`src/rtl/core/psst_pkg.sv`:
```
package psst_pkg;

  localparam int SLOTS_DEF = 8;
  localparam int MAX_RES = 8;

  localparam logic [2:0] OP_UPSERT   = 3'd0;
  localparam logic [2:0] OP_REMOVE   = 3'd1;
  localparam logic [2:0] OP_CLEAR    = 3'd2;
  localparam logic [2:0] OP_ACCENT   = 3'd3;
  localparam logic [2:0] OP_PROGRESS = 3'd4;
  localparam logic [2:0] OP_SNAPSHOT = 3'd5;

  localparam logic [2:0] ST_OFFLINE = 3'd6;
  localparam logic [6:0] PROG_MAX = 7'd100;

  typedef struct packed {
    logic start;
    logic step;
    logic apply;
    logic emit_next;
  } psst_cmd_t;

  typedef struct packed {
    logic scan_done;
    logic emit_done;
  } psst_sts_t;

  function automatic logic [2:0] prio(input logic [2:0] s);
    case (s)
      3'd3: prio = 3'd4;
      3'd2: prio = 3'd3;
      3'd5: prio = 3'd2;
      3'd1: prio = 3'd1;
      3'd4: prio = 3'd1;
      default: prio = 3'd0;
    endcase
  endfunction

endpackage

```
`src/rtl/core/priority_session_slot_table.sv`:
```
// channel  | handshake            | payload
// in       | in_valid / in_ready  | operation key status now_ms value limit
// out      | out_valid / out_ready| slot ... last
// one item: an accept state, a scan over all SLOTS slots, an update state,
// then one result per cycle while out_ready holds (snapshot gives up to 8);
// items do not overlap; the key and victim scan takes one slot per cycle
// reset clears all slots at once; out stalls hold the current result

module priority_session_slot_table
  import psst_pkg::*;
#(
  parameter int SLOTS = SLOTS_DEF
) (
  input  logic        clk,
  input  logic        rst,
  input  logic        in_valid,
  output logic        in_ready,
  input  logic [2:0]  operation,
  input  logic [31:0] key,
  input  logic [2:0]  status,
  input  logic [31:0] now_ms,
  input  logic [7:0]  value,
  input  logic [3:0]  limit,
  output logic        out_valid,
  input  logic        out_ready,
  output logic [2:0]  slot,
  output logic        slot_valid,
  output logic [3:0]  used_count,
  output logic [2:0]  top_status,
  output logic [31:0] entry_key,
  output logic [2:0]  entry_status,
  output logic [31:0] entry_time,
  output logic        entry_has_accent,
  output logic [7:0]  entry_hue,
  output logic [6:0]  entry_progress,
  output logic        last
);

  psst_cmd_t cmd;
  psst_sts_t sts;

  psst_ctrl u_ctrl (
    .clk, .rst, .in_valid, .in_ready, .out_valid, .out_ready, .cmd, .sts
  );

  psst_dp #(.SLOTS(SLOTS)) u_dp (
    .clk, .rst, .cmd, .sts, .operation, .key, .status, .now_ms, .value, .limit,
    .slot, .slot_valid, .used_count, .top_status, .entry_key, .entry_status,
    .entry_time, .entry_has_accent, .entry_hue, .entry_progress, .last
  );

endmodule

```
`src/rtl/core/psst_ctrl.sv`:
```
module psst_ctrl
  import psst_pkg::*;
(
  input  logic      clk,
  input  logic      rst,
  input  logic      in_valid,
  output logic      in_ready,
  output logic      out_valid,
  input  logic      out_ready,
  output psst_cmd_t cmd,
  input  psst_sts_t sts
);

  localparam logic [1:0] S_IDLE = 2'd0;
  localparam logic [1:0] S_SCAN = 2'd1;
  localparam logic [1:0] S_APPLY = 2'd2;
  localparam logic [1:0] S_EMIT = 2'd3;

  logic [1:0] state, state_next;

  always_comb begin
    state_next = state;
    cmd = '0;
    in_ready = 1'b0;
    out_valid = 1'b0;
    case (state)
      S_IDLE: begin
        in_ready = 1'b1;
        if (in_valid) begin
          cmd.start = 1'b1;
          state_next = S_SCAN;
        end
      end
      S_SCAN: begin
        cmd.step = 1'b1;
        if (sts.scan_done) state_next = S_APPLY;
      end
      S_APPLY: begin
        cmd.apply = 1'b1;
        state_next = S_EMIT;
      end
      S_EMIT: begin
        out_valid = 1'b1;
        if (out_ready) begin
          cmd.emit_next = 1'b1;
          if (sts.emit_done) state_next = S_IDLE;
        end
      end
      default: state_next = S_IDLE;
    endcase
  end

  always_ff @(posedge clk) begin
    if (rst) state <= S_IDLE;
    else state <= state_next;
  end

  a_ready_idle: assert property (@(posedge clk) disable iff (rst)
    in_ready |-> !out_valid) else $error("ready while emitting");
  a_apply_emit: assert property (@(posedge clk) disable iff (rst)
    cmd.apply |=> out_valid) else $error("apply not followed by emit");
  a_start_scan: assert property (@(posedge clk) disable iff (rst)
    cmd.start |=> cmd.step) else $error("start not followed by scan");

endmodule

```
`src/rtl/core/psst_dp.sv`:
```
module psst_dp
  import psst_pkg::*;
#(
  parameter int SLOTS = SLOTS_DEF,
  localparam int IW = (SLOTS > 1) ? $clog2(SLOTS) : 1,
  localparam int CW = $clog2(SLOTS + 1)
) (
  input  logic        clk,
  input  logic        rst,
  input  psst_cmd_t   cmd,
  output psst_sts_t   sts,
  input  logic [2:0]  operation,
  input  logic [31:0] key,
  input  logic [2:0]  status,
  input  logic [31:0] now_ms,
  input  logic [7:0]  value,
  input  logic [3:0]  limit,
  output logic [2:0]  slot,
  output logic        slot_valid,
  output logic [3:0]  used_count,
  output logic [2:0]  top_status,
  output logic [31:0] entry_key,
  output logic [2:0]  entry_status,
  output logic [31:0] entry_time,
  output logic        entry_has_accent,
  output logic [7:0]  entry_hue,
  output logic [6:0]  entry_progress,
  output logic        last
);

  logic [SLOTS-1:0] used;
  logic [31:0] skey [SLOTS];
  logic [2:0]  sst [SLOTS];
  logic [31:0] stime [SLOTS];
  logic [SLOTS-1:0] sacc;
  logic [7:0]  shue [SLOTS];
  logic [6:0]  sprog [SLOTS];

  // captured request
  logic [2:0] r_op, r_st;
  logic [31:0] r_key, r_now;
  logic [7:0] r_val;
  logic [3:0] r_lim;

  // scan results
  logic [CW-1:0] idx;
  logic [IW-1:0] ix;
  logic hit_f, free_f, vic_f, top_f;
  logic [IW-1:0] hit_i, free_i, vic_i, top_i;
  logic [2:0] vic_p, top_p;

  // emit
  logic [CW-1:0] eidx;
  logic [3:0] ecnt;
  logic [CW-1:0] cnt;
  logic chosen_v;
  logic [IW-1:0] chosen;

  assign ix = idx[IW-1:0];
  assign sts.scan_done = (idx == CW'(SLOTS - 1));

  always_ff @(posedge clk) begin
    if (cmd.start) begin
      r_op <= operation; r_key <= key; r_st <= status;
      r_now <= now_ms; r_val <= value;
      r_lim <= (limit > 4'(MAX_RES)) ? 4'(MAX_RES) : limit;
      idx <= '0;
      hit_f <= 1'b0; free_f <= 1'b0; vic_f <= 1'b0;
      hit_i <= '0; free_i <= '0; vic_i <= '0; vic_p <= '0;
    end else if (cmd.step) begin
      if (used[ix] && skey[ix] == r_key && !hit_f) begin
        hit_f <= 1'b1; hit_i <= ix;
      end
      if (!used[ix] && !free_f) begin
        free_f <= 1'b1; free_i <= ix;
      end
      if (!vic_f || prio(sst[ix]) < vic_p) begin
        vic_f <= 1'b1; vic_i <= ix; vic_p <= prio(sst[ix]);
      end
      if (!sts.scan_done) idx <= idx + 1'b1;
    end
  end

  // table update and result selection
  logic ins;
  logic [IW-1:0] ins_i;
  always_comb begin
    ins = 1'b0;
    ins_i = free_i;
    if (r_op == OP_UPSERT && r_st < ST_OFFLINE && !hit_f) begin
      if (free_f) ins = 1'b1;
      else if (prio(r_st) > vic_p) begin
        ins = 1'b1; ins_i = vic_i;
      end
    end
  end

  always_ff @(posedge clk) begin
    if (rst) begin
      used <= '0;
      sacc <= '0;
      for (int i = 0; i < SLOTS; i++) begin
        skey[i] <= '0; sst[i] <= '0; stime[i] <= '0; shue[i] <= '0; sprog[i] <= '0;
      end
    end else if (cmd.apply) begin
      case (r_op)
        OP_UPSERT: begin
          if (r_st >= ST_OFFLINE) begin
            if (hit_f) used[hit_i] <= 1'b0;
          end else if (hit_f) begin
            if (sst[hit_i] != r_st) begin
              sst[hit_i] <= r_st; stime[hit_i] <= r_now;
            end
          end else if (ins) begin
            used[ins_i] <= 1'b1; skey[ins_i] <= r_key; sst[ins_i] <= r_st;
            stime[ins_i] <= r_now; sacc[ins_i] <= 1'b0; shue[ins_i] <= '0;
            sprog[ins_i] <= '0;
          end
        end
        OP_REMOVE: if (hit_f) used[hit_i] <= 1'b0;
        OP_CLEAR: used <= '0;
        OP_ACCENT: if (hit_f) begin
          shue[hit_i] <= r_val; sacc[hit_i] <= 1'b1;
        end
        OP_PROGRESS: if (hit_f)
          sprog[hit_i] <= (r_val > 8'(PROG_MAX)) ? PROG_MAX : r_val[6:0];
        default: ;
      endcase
    end
  end

  always_ff @(posedge clk) begin
    if (cmd.apply) begin
      chosen_v <= (r_op == OP_UPSERT) && r_st < ST_OFFLINE && (hit_f || ins);
      chosen <= hit_f ? hit_i : ins_i;
    end
  end

  // used count and top status over live table, cheap at this size
  always_comb begin
    cnt = '0;
    top_f = 1'b0; top_i = '0; top_p = '0;
    for (int i = 0; i < SLOTS; i++) begin
      if (used[i]) begin
        cnt = cnt + 1'b1;
        if (!top_f || prio(sst[i]) > top_p) begin
          top_f = 1'b1; top_i = IW'(i); top_p = prio(sst[i]);
        end
      end
    end
  end

  // next used slot at or after eidx
  logic nx_f;
  logic [IW-1:0] nx_i;
  logic nx2_f;
  always_comb begin
    nx_f = 1'b0; nx_i = '0; nx2_f = 1'b0;
    for (int i = 0; i < SLOTS; i++) begin
      if (used[i] && CW'(i) >= eidx) begin
        if (nx_f) nx2_f = 1'b1;
        else begin
          nx_f = 1'b1; nx_i = IW'(i);
        end
      end
    end
  end

  always_ff @(posedge clk) begin
    if (cmd.apply) begin
      eidx <= '0; ecnt <= '0;
    end else if (cmd.emit_next) begin
      eidx <= CW'(nx_i) + 1'b1; ecnt <= ecnt + 1'b1;
    end
  end

  logic snap_e;
  assign snap_e = (r_op == OP_SNAPSHOT) && nx_f && ecnt < r_lim;
  assign last = !snap_e || !nx2_f || (ecnt + 4'd1 >= r_lim);
  assign sts.emit_done = last;

  always_comb begin
    used_count = 4'(cnt);
    top_status = top_f ? sst[top_i] : ST_OFFLINE;
    if (snap_e) begin
      slot = 3'(nx_i); slot_valid = 1'b1;
      entry_key = skey[nx_i]; entry_status = sst[nx_i]; entry_time = stime[nx_i];
      entry_has_accent = sacc[nx_i]; entry_hue = shue[nx_i];
      entry_progress = sprog[nx_i];
    end else begin
      slot = chosen_v ? 3'(chosen) : 3'd0; slot_valid = chosen_v;
      entry_key = '0; entry_status = '0; entry_time = '0;
      entry_has_accent = 1'b0; entry_hue = '0; entry_progress = '0;
    end
  end

  a_cnt_range: assert property (@(posedge clk) disable iff (rst)
    cnt <= CW'(SLOTS)) else $error("count out of range");
  a_hit_used: assert property (@(posedge clk) disable iff (rst)
    (cmd.apply && hit_f) |-> used[hit_i]) else $error("hit on free slot");
  a_snap_used: assert property (@(posedge clk) disable iff (rst)
    snap_e |-> used[nx_i]) else $error("snapshot of free slot");

endmodule

```
`config.mk`:
```
export PLATFORM = sky130hd
export DESIGN_NAME = priority_session_slot_table
export DESIGN_NICKNAME = d
export VERILOG_FILES = /design/src/rtl/core/psst_pkg.sv /design/src/rtl/core/priority_session_slot_table.sv /design/src/rtl/core/psst_ctrl.sv /design/src/rtl/core/psst_dp.sv
export SDC_FILE = /design/constraint.sdc
export NUM_CORES = 1
export LEC_CHECK = 0
export BUFFER_PORTS_ARGS = -buffer_cell sky130_fd_sc_hd__buf_4
export CORE_MARGIN = 2
export CORE_UTILIZATION = 60
export CTS_BUF_LIST = sky130_fd_sc_hd__clkbuf_4
export DETAILED_ROUTE_END_ITERATION = 10
export GPL_TIMING_DRIVEN = 0
export PLACE_DENSITY = 0.78
export SLEW_MARGIN = 20
export SYNTH_ARGS = -nofsm -noshare
export SYNTH_HDL_FRONTEND = slang
export SYNTH_SLANG_ARGS = --single-unit
```
`constraint.sdc`:
```
create_clock -name clk -period 13.3 [get_ports clk]
set_input_delay 0.665 -clock clk [delete_from_list [all_inputs] [get_ports clk]]
set_output_delay 0.665 -clock clk [all_outputs]
set_load 0.005 [all_outputs]
```
==> results of run 1 <==
-- registers in the layout (all words and copies together) (netlist names), 24 cells and up, named ones only --
signal,flops
u_dp.skey,256
u_dp.stime,256
u_dp.shue,64
u_dp.sst,24
u_dp.sprog,56
u_dp.r_now,32
u_dp.r_key,32
-- Yosys cell counts, types with 49 or more instances --
library cell / count
mux4_2: 232
buf_2: 81
nor2_1: 201
edfxtp_1: 742
and2_1: 545
ha_1: 49
mux2i_1: 55
clkbuf_1: 83
a22o_1: 83
nand2_1: 101
dfxtp_1: 51
o21ai_0: 64
-- per-layer routing --
metal | part of all wire [%] | routed length (um)
met4 | 4.3 | 4810
met5 | 0 | 0
met3 | 9.6 | 10700
met2 | 51 | 57000
met1 | 35 | 38700
-- cell families after synthesis --
kind of cell / after synthesis / share of synthesized area (%)
compound gates: 311 / 5.61
xor+xnor: 66 / 1.46
fa+ha+maj: 49 / 1.55
buf+inv: 218 / 2.51
flops: 793 / 58.8
mux: 317 / 15.9
simple gates: 1015 / 14.2
-- placed cells by master (no fill, tap or decap), types with 10 or more instances in the layout --
| cell type | instances |
|---|---|
| a211oi_1 | 22 |
| a21oi_1 | 47 |
| a22o_1 | 83 |
| and2_1 | 545 |
| buf_2 | 81 |
| buf_4 | 189 |
| clkbuf_1 | 80 |
| clkbuf_4 | 274 |
| clkinv_1 | 54 |
| clkinv_2 | 13 |
| dfxtp_1 | 51 |
| dlygate4sd3_1 | 85 |
| edfxtp_1 | 742 |
| ha_1 | 49 |
| inv_1 | 35 |
| mux2_2 | 18 |
| mux2i_1 | 55 |
| mux4_1 | 12 |
| mux4_2 | 232 |
| nand2_1 | 101 |
| nand2b_1 | 33 |
| nand3_1 | 27 |
| nor2_1 | 201 |
| nor2b_1 | 23 |
| nor4_1 | 10 |
| o21a_1 | 18 |
| o21ai_0 | 63 |
| or2_2 | 16 |
| xnor2_1 | 48 |
| xor2_1 | 18 |
-- worst max-delay path, delay by kind of cell (launching register included) --
family	cells	cell delay (ns)
AOI/OAI and AO/OA	23	4.77
adders and majority gates	7	2.22
buffers and inverters	6	1.09
DFF	1	0.33
muxes	1	0.39
and+or+nand+nor	14	2.17
-- area by class of cell --
| type | instances | area (um2) | area share [%] |
|---|---|---|---|
| tap | 864 | 1080 | 2.37 |
| buffer | 181 | 860 | 1.88 |
| clock buffer | 273 | 2050 | 4.49 |
| antenna | 5 | 12.5 | 0.0274 |
| timing repair buffer | 271 | 2290 | 5.02 |
| multi-input combinational | 1758 | 15400 | 33.8 |
| inverter | 36 | 135 | 0.296 |
| sequential | 793 | 23300 | 51.1 |
| clock inverter | 84 | 458 | 1.00 |
-- power breakdown --
part / leakage [nW] / switching [mW] / internal (mW) / total, mW
registers: 8.00 / 0.175 / 2.91 / 3.09
logic: 7.38 / 0.595 / 0.434 / 1.03
clock network: 1.49 / 1.05 / 1.01 / 2.05
total: 16.9 / 1.82 / 4.35 / 6.17
-- worst max path at each step --
stage / end / slack [ns]
finish: top_status[2] / 0.56
global route: top_status[0] / -0.12
floorplan: top_status[1] / 2.94
detailed placement: top_status[2] / 0.93
global placement: top_status[2] / 1.16
CTS: top_status[2] / 0.16
-- repair_timing --
action                                  4_1_cts  5_1_grt
endpoints found under the setup margin        3        3
setup buffers                                 0        2
gates resized for setup                       2        8
cloned                                        0        0
hold endpoints to repair                     85        0
pin swaps                                     0        1
hold buffers                                 85        0
==> run_summary.xml, run 1 <==
<?xml version="1.0" encoding="UTF-8"?>
<metrics>
  <group name="floorplanning">
    <metric name="core.rowCount" unit="">94</metric>
    <metric name="die_w" unit="um">261</metric>
    <metric name="initial_utilization" unit="%">60.4</metric>
    <metric name="die_area" unit="um2">68200</metric>
    <metric name="boundaryPins" unit="">183</metric>
    <metric name="dieHeight" unit="um">261</metric>
    <metric name="placeableCoreArea" unit="um2">65600</metric>
  </group>
  <group name="min_path">
    <metric name="worstHoldPathType" unit="">primary input to register</metric>
    <metric name="worstHoldEndpoint" unit="">u_dp.r_now[6]$_DFFE_PP_</metric>
    <metric name="timing.hold.worst_path_depth" unit="">2</metric>
    <metric name="worst_hold_launch" unit="">now_ms[6]</metric>
  </group>
  <group name="drt">
    <metric name="postRouteAntennaNets" unit="">0</metric>
    <metric name="detailedRoute.firstPassIterationCount" unit="">5</metric>
    <metric name="routed_wirelength" unit="mm">111</metric>
    <metric name="vias_per_std_cell" unit="">6.27</metric>
    <metric name="vias" unit="">26700</metric>
    <metric name="detail_route.iter0.violations" unit="">2612</metric>
    <metric name="drc" unit="">0</metric>
    <metric name="post_drt_wl_per_cell" unit="um">26.1</metric>
  </group>
  <group name="flow_run">
    <metric name="timing.max_cap.violations" unit="">0</metric>
  </group>
  <group name="critical_path">
    <metric name="setup.worst_path.class" unit="">register to output port</metric>
    <metric name="critical-path-slowest-cell" unit="">nor2_1</metric>
    <metric name="crit_path_start_kind" unit="">register</metric>
    <metric name="maximum_fanout_count_along_the_critical_path" unit="">10</metric>
    <metric name="endpoint_kind" unit="">output port</metric>
    <metric name="path_common_cell" unit="">ha_1</metric>
    <metric name="timing.rr.end" unit="">u_dp.skey[4][26]$_SDFFCE_PN0P_</metric>
    <metric name="critPathLaunch" unit="">u_dp.sst[0][0]$_SDFFCE_PN0P_</metric>
    <metric name="rr_worst_depth" unit="">11</metric>
    <metric name="crit_required" unit="ns">12.64</metric>
    <metric name="max_stage_delay" unit="ns">0.47</metric>
    <metric name="critical_path.reg2reg.startpoint" unit="">u_dp.r_st[1]$_DFFE_PP_</metric>
    <metric name="timing.critical_path.arrival" unit="ns">12.07</metric>
    <metric name="rrSetupSlack" unit="ns">8.21</metric>
  </group>
  <group name="placed_design">
    <metric name="placement.setup.worst_slack" unit="ns">0.932</metric>
    <metric name="placed_cells" unit="">3817</metric>
    <metric name="globalplace.congestion" unit="">0.948</metric>
    <metric name="placed_cell_area" unit="um2">42200</metric>
    <metric name="number_of_i_o_port_buffers" unit="">182</metric>
    <metric name="dp_hpwl" unit="mm">73.2</metric>
  </group>
  <group name="finish">
    <metric name="layout-drive-gt1-share" unit="%">26.1</metric>
    <metric name="finalNonFillerCells" unit="">4265</metric>
    <metric name="postLayoutCellArea" unit="um2">45600</metric>
    <metric name="fill_cells" unit="">4495</metric>
    <metric name="syn_to_final_growth" unit="%">15.0</metric>
    <metric name="nNetsFinal" unit="">3374</metric>
    <metric name="finalCoreUtilization" unit="%">69.5</metric>
  </group>
  <group name="yosys">
    <metric name="synth_largest_type_area_fraction" unit="%">56.2</metric>
    <metric name="postSynthAreaPerCell" unit="um2">14.3</metric>
    <metric name="synth.yosys.seq_area_share" unit="%">58.8</metric>
    <metric name="yosys_register_bits" unit="">793</metric>
    <metric name="async_reset_ff_share" unit="%">0</metric>
    <metric name="number_of_synthesized_flops_with_an_enable_pin" unit="">742</metric>
    <metric name="dominantRegCellSynth" unit="">edfxtp_1</metric>
    <metric name="syn_inst" unit="">2769</metric>
    <metric name="post-synth-top-area-cell" unit="">edfxtp_1</metric>
    <metric name="synthTopCellsByArea" unit="">edfxtp_1 56%, mux4_2 13%, and2_1 8.6%</metric>
    <metric name="synth-warning-count" unit="">0</metric>
    <metric name="netlist_area" unit="um2">39700</metric>
    <metric name="synth_nets" unit="">2904</metric>
    <metric name="yosys.cell_types.count" unit="">83</metric>
  </group>
  <group name="clock_tree">
    <metric name="ctsRootBufferMaster" unit="">clkbuf_4</metric>
    <metric name="cts_htree_levels" unit="">4</metric>
    <metric name="tritoncts.num_buffers" unit="">198</metric>
    <metric name="tritoncts" unit="">built</metric>
    <metric name="clk_latency" unit="ns">1.10</metric>
    <metric name="deepest_clock_path_buffer_count" unit="">3</metric>
    <metric name="cts.sinks" unit="">793</metric>
    <metric name="clkTransAtPathRegs" unit="ns">0.07</metric>
  </group>
  <group name="grt">
    <metric name="grt.met2_usage" unit="%">57.3</metric>
    <metric name="grt.busiest_layer" unit="">met2</metric>
    <metric name="met1_grt_util" unit="%">39.1</metric>
    <metric name="grt_pass1_wl" unit="mm">164</metric>
    <metric name="grt_use_total" unit="%">33.0</metric>
    <metric name="globalRouteMet3Util" unit="%">7.12</metric>
    <metric name="first_global_vias" unit="">27600</metric>
    <metric name="antenna_found_initial" unit="">2</metric>
    <metric name="grt_remaining_overflow" unit="">0</metric>
    <metric name="grt_start_max_net_pins" unit="">44</metric>
  </group>
  <group name="timing">
    <metric name="hold-worst-slack" unit="ns">0.275</metric>
    <metric name="report.final.slew_viol_count" unit="">0</metric>
    <metric name="timing.setup.tns" unit="ns">0</metric>
    <metric name="max_slew_headroom" unit="%">22.7</metric>
    <metric name="final-setup-viol-count" unit="">0</metric>
    <metric name="tightest_slew" unit="ns">1.16</metric>
    <metric name="timing.final.ws_setup" unit="ns">0.562</metric>
    <metric name="period_needed" unit="ns">12.74</metric>
    <metric name="fin_crit_sh" unit="%">95.8</metric>
    <metric name="fin_skew" unit="ns">0.0602</metric>
    <metric name="final_report_hold_violation_count" unit="">0</metric>
    <metric name="highest_attainable_clock_frequency" unit="GHz">0.0785</metric>
  </group>
  <group name="power_and_ir_drop">
    <metric name="pwr_density_cell" unit="nW/um2">135</metric>
    <metric name="fin_total_pwr" unit="mW">6.17</metric>
    <metric name="power.static_leakage" unit="nW">16.9</metric>
    <metric name="ir_drop" unit="mV">0.102</metric>
  </group>
  <group name="outcome">
    <metric name="outcome" unit="">completed</metric>
  </group>
</metrics>
(Power assumes the default switching activity.)
==> run 2, diff against run 1 <==
--- a/config.mk
+++ b/config.mk
@@ -6,11 +6,12 @@
 export NUM_CORES = 1
 export LEC_CHECK = 0
 export BUFFER_PORTS_ARGS = -buffer_cell sky130_fd_sc_hd__buf_4
-export CORE_MARGIN = 2
+export CORE_MARGIN = 3
 export CORE_UTILIZATION = 60
 export CTS_BUF_LIST = sky130_fd_sc_hd__clkbuf_4
 export DETAILED_ROUTE_END_ITERATION = 10
 export GPL_TIMING_DRIVEN = 0
+export MAX_ROUTING_LAYER = met4
 export PLACE_DENSITY = 0.78
 export SLEW_MARGIN = 20
 export SYNTH_ARGS = -nofsm -noshare
==> constraint.sdc (replaced) <==
create_clock -name clk -period 13.3 [get_ports clk]
set_input_delay 1.33 -clock clk [delete_from_list [all_inputs] [get_ports clk]]
set_output_delay 1.33 -clock clk [all_outputs]
set_load 0.005 [all_outputs]
==> run 2 against run 1 <==
Total power is 0.34% higher. Sequential power about the same. Clock skew increased by 0.0060 ns. Critical path depth shrank 2. First-iteration DRC count up 4.9%. Wire length up 0.68%. Critical path type unchanged. Highest routed layer unchanged.
==> run_summary.xml, run 2 (same netlist as run 1, synthesis figures left out) <==
<?xml version="1.0" encoding="UTF-8"?>
<metrics>
  <group name="outcome">
    <metric name="outcome" unit="">completed</metric>
  </group>
  <group name="grt">
    <metric name="grt_remaining_overflow" unit="">0</metric>
    <metric name="grt_use_total" unit="%">33.1</metric>
    <metric name="grt_start_max_net_pins" unit="">45</metric>
    <metric name="grt_pass1_wl" unit="mm">166</metric>
    <metric name="antenna_found_initial" unit="">2</metric>
    <metric name="first_global_vias" unit="">27400</metric>
  </group>
  <group name="finish">
    <metric name="finalCoreUtilization" unit="%">69.2</metric>
    <metric name="largest_registers" unit="">u_dp.skey: 256 flops, u_dp.stime: 256 flops, u_dp.shue: 64 flops</metric>
    <metric name="fill_cells" unit="">4515</metric>
    <metric name="final_common_cell" unit="">edfxtp_1</metric>
    <metric name="layout-drive-gt1-share" unit="%">27.7</metric>
    <metric name="postLayoutCellArea" unit="um2">44900</metric>
    <metric name="mostFrequentLayoutCells" unit="">742 x edfxtp_1, 545 x and2_1, 292 x clkbuf_4</metric>
    <metric name="nNetsFinal" unit="">3300</metric>
    <metric name="syn_to_final_growth" unit="%">13.3</metric>
  </group>
  <group name="power_and_ir_drop">
    <metric name="power.net_switching" unit="mW">1.81</metric>
    <metric name="ir_drop" unit="mV">0.100</metric>
    <metric name="pwr_density_cell" unit="nW/um2">138</metric>
    <metric name="power.combinational.fraction" unit="%">16.4</metric>
    <metric name="power_switching_share" unit="%">29.2</metric>
    <metric name="p_int" unit="mW">4.38</metric>
    <metric name="power.share.sequential" unit="%">49.9</metric>
    <metric name="clkPwrFrac" unit="%">33.7</metric>
    <metric name="power.static_leakage" unit="nW">16.6</metric>
  </group>
  <group name="timing">
    <metric name="timing.setup.tns" unit="ns">0</metric>
    <metric name="max_slew_headroom" unit="%">21.9</metric>
    <metric name="final_report_hold_violation_count" unit="">0</metric>
    <metric name="tightest_slew" unit="ns">1.17</metric>
    <metric name="highest_attainable_clock_frequency" unit="GHz">0.0781</metric>
    <metric name="period_needed" unit="ns">12.80</metric>
    <metric name="report.final.slew_viol_count" unit="">0</metric>
    <metric name="fin_crit_sh" unit="%">96.2</metric>
    <metric name="final-setup-viol-count" unit="">0</metric>
    <metric name="fin_skew" unit="ns">0.0662</metric>
  </group>
  <group name="critical_path">
    <metric name="critPathBufInv" unit="">6</metric>
    <metric name="critical-path-slowest-cell" unit="">edfxtp_1</metric>
    <metric name="max_stage_delay" unit="ns">0.52</metric>
    <metric name="rr_worst_depth" unit="">11</metric>
    <metric name="path_common_cell" unit="">ha_1</metric>
    <metric name="maximum_fanout_count_along_the_critical_path" unit="">8</metric>
    <metric name="timing.critical_path.arrival" unit="ns">11.47</metric>
    <metric name="crit_required" unit="ns">11.97</metric>
    <metric name="endpoint_kind" unit="">output port</metric>
    <metric name="crit_path_start_kind" unit="">register</metric>
    <metric name="setup.worst_path.class" unit="">register to output port</metric>
    <metric name="critical_path_cell_count" unit="">49</metric>
    <metric name="cpLargestDelayFamily" unit="">compound AO/OA/AOI/OAI gates</metric>
  </group>
  <group name="placed_design">
    <metric name="placed_cell_area" unit="um2">42200</metric>
    <metric name="number_of_i_o_port_buffers" unit="">182</metric>
    <metric name="globalplace.congestion" unit="">0.943</metric>
    <metric name="dp_hpwl" unit="mm">73.6</metric>
  </group>
  <group name="clock_tree">
    <metric name="cts_htree_levels" unit="">4</metric>
    <metric name="cts.sinks" unit="">793</metric>
    <metric name="ctsRootBufferMaster" unit="">clkbuf_4</metric>
    <metric name="tritoncts.num_buffers" unit="">200</metric>
    <metric name="deepest_clock_path_buffer_count" unit="">3</metric>
    <metric name="clk_latency" unit="ns">1.06</metric>
    <metric name="clkTransAtPathRegs" unit="ns">0.06</metric>
    <metric name="tritoncts" unit="">built</metric>
    <metric name="holdBufCountCts" unit="">0</metric>
  </group>
  <group name="floorplanning">
    <metric name="die_w" unit="um">263</metric>
    <metric name="die_area" unit="um2">69200</metric>
    <metric name="placeableCoreArea" unit="um2">64900</metric>
    <metric name="boundaryPins" unit="">183</metric>
    <metric name="dieHeight" unit="um">263</metric>
    <metric name="core.rowCount" unit="">93</metric>
    <metric name="initial_utilization" unit="%">61.1</metric>
  </group>
  <group name="drt">
    <metric name="vias_per_std_cell" unit="">6.41</metric>
    <metric name="routed_wirelength" unit="mm">112</metric>
    <metric name="detail_route.iter0.violations" unit="">2741</metric>
    <metric name="post_drt_wl_per_cell" unit="um">26.9</metric>
    <metric name="drc" unit="">0</metric>
    <metric name="postRouteAntennaNets" unit="">0</metric>
    <metric name="vias" unit="">26700</metric>
    <metric name="detailedRoute.firstPassIterationCount" unit="">6</metric>
  </group>
  <group name="flow_run">
    <metric name="timing.max_cap.violations" unit="">0</metric>
  </group>
  <group name="min_path">
    <metric name="timing.hold.worst_path_depth" unit="">1</metric>
    <metric name="worstHoldPathType" unit="">primary input to register</metric>
  </group>
</metrics>
==> run 2: cell types whose count changed in the layout (fill, tap and decap cells not counted), moves of 3 or more <==
| cell | previous run | this run |
|---|---|---|
| clkinv_1 | 54 | 35 |
| o21ai_0 | 63 | 55 |
| dlygate4sd3_1 | 85 | 0 |
| clkinv_2 | 13 | 5 |
| buf_4 | 189 | 201 |
| clkbuf_1 | 80 | 77 |
| o21ai_1 | 4 | 11 |
| clkbuf_4 | 274 | 292 |
==> run 2: routing by layer <==
layer / vias up / track usage, % / share of wire [%]
met5: - / - / 0
met4: 0 / 17.0 / 4.9
met3: 380 / 6.77 / 9.3
met2: 1675 / 54.5 / 50
met1: 13300 / 38.8 / 35
li1: 11400 / - / -
==> run 2: power groups by stage <==
stage,Combinational (mW),Sequential [mW],Clock [mW]
global placement,0.955,3.13,0
finish,1.02,3.09,2.09
CTS,1.00,3.08,2.10
global route,1.08,3.10,2.23
detailed placement,0.995,3.13,0
floorplan,0.674,3.06,0
==> run 2: per-stage QoR <==
stage               power, mW  setup slack, ns  hold slack (ns)  instances
finish                   6.19            0.501            0.447       4169
global route             6.42           -0.104            0.341       4167
CTS                      6.18           0.0328            0.320       4156
detailed placement       4.13            0.329            0.467       3808
global placement         4.09            0.386            0.460       3806
floorplan                3.74             2.27            0.448       2769
==> run 2: area by class of cell <==
| class | count | area, um2 | share of cell area [%] |
|---|---|---|---|
| Buffer | 178 | 851 | 1.89 |
| Clock inverter | 56 | 349 | 0.777 |
| Multi-Input combinational cell | 1758 | 15500 | 34.5 |
| Sequential cell | 793 | 23300 | 51.9 |
| Tap cell | 855 | 1070 | 2.38 |
| Timing Repair Buffer | 198 | 1520 | 3.39 |
| Inverter | 36 | 135 | 0.301 |
| Antenna cell | 4 | 10.0 | 0.0223 |
| Clock buffer | 291 | 2180 | 4.86 |
==> run 2: worst paths after layout <==
path	slack (ns)	to	from
worst min-delay path	0.45	u_dp.r_st[0]$_DFFE_PP_	status[0]
worst max register to register	8.12	u_dp.skey[4][18]$_SDFFCE_PN0P_	u_dp.r_st[1]$_DFFE_PP_
worst max-delay path	0.50	top_status[2]	u_dp.sst[0][0]$_SDFFCE_PN0P_
worst min register to register	0.48	u_dp.vic_p[2]$_SDFFE_PP0P_	u_dp.vic_p[2]$_SDFFE_PP0P_
==> run 2: repair_timing <==
item / in CTS / in global routing
setup buffers: 1 / 13
pin swaps: 1 / 6
endpoints found under the setup margin: 3 / 3
resized for setup: 6 / 26
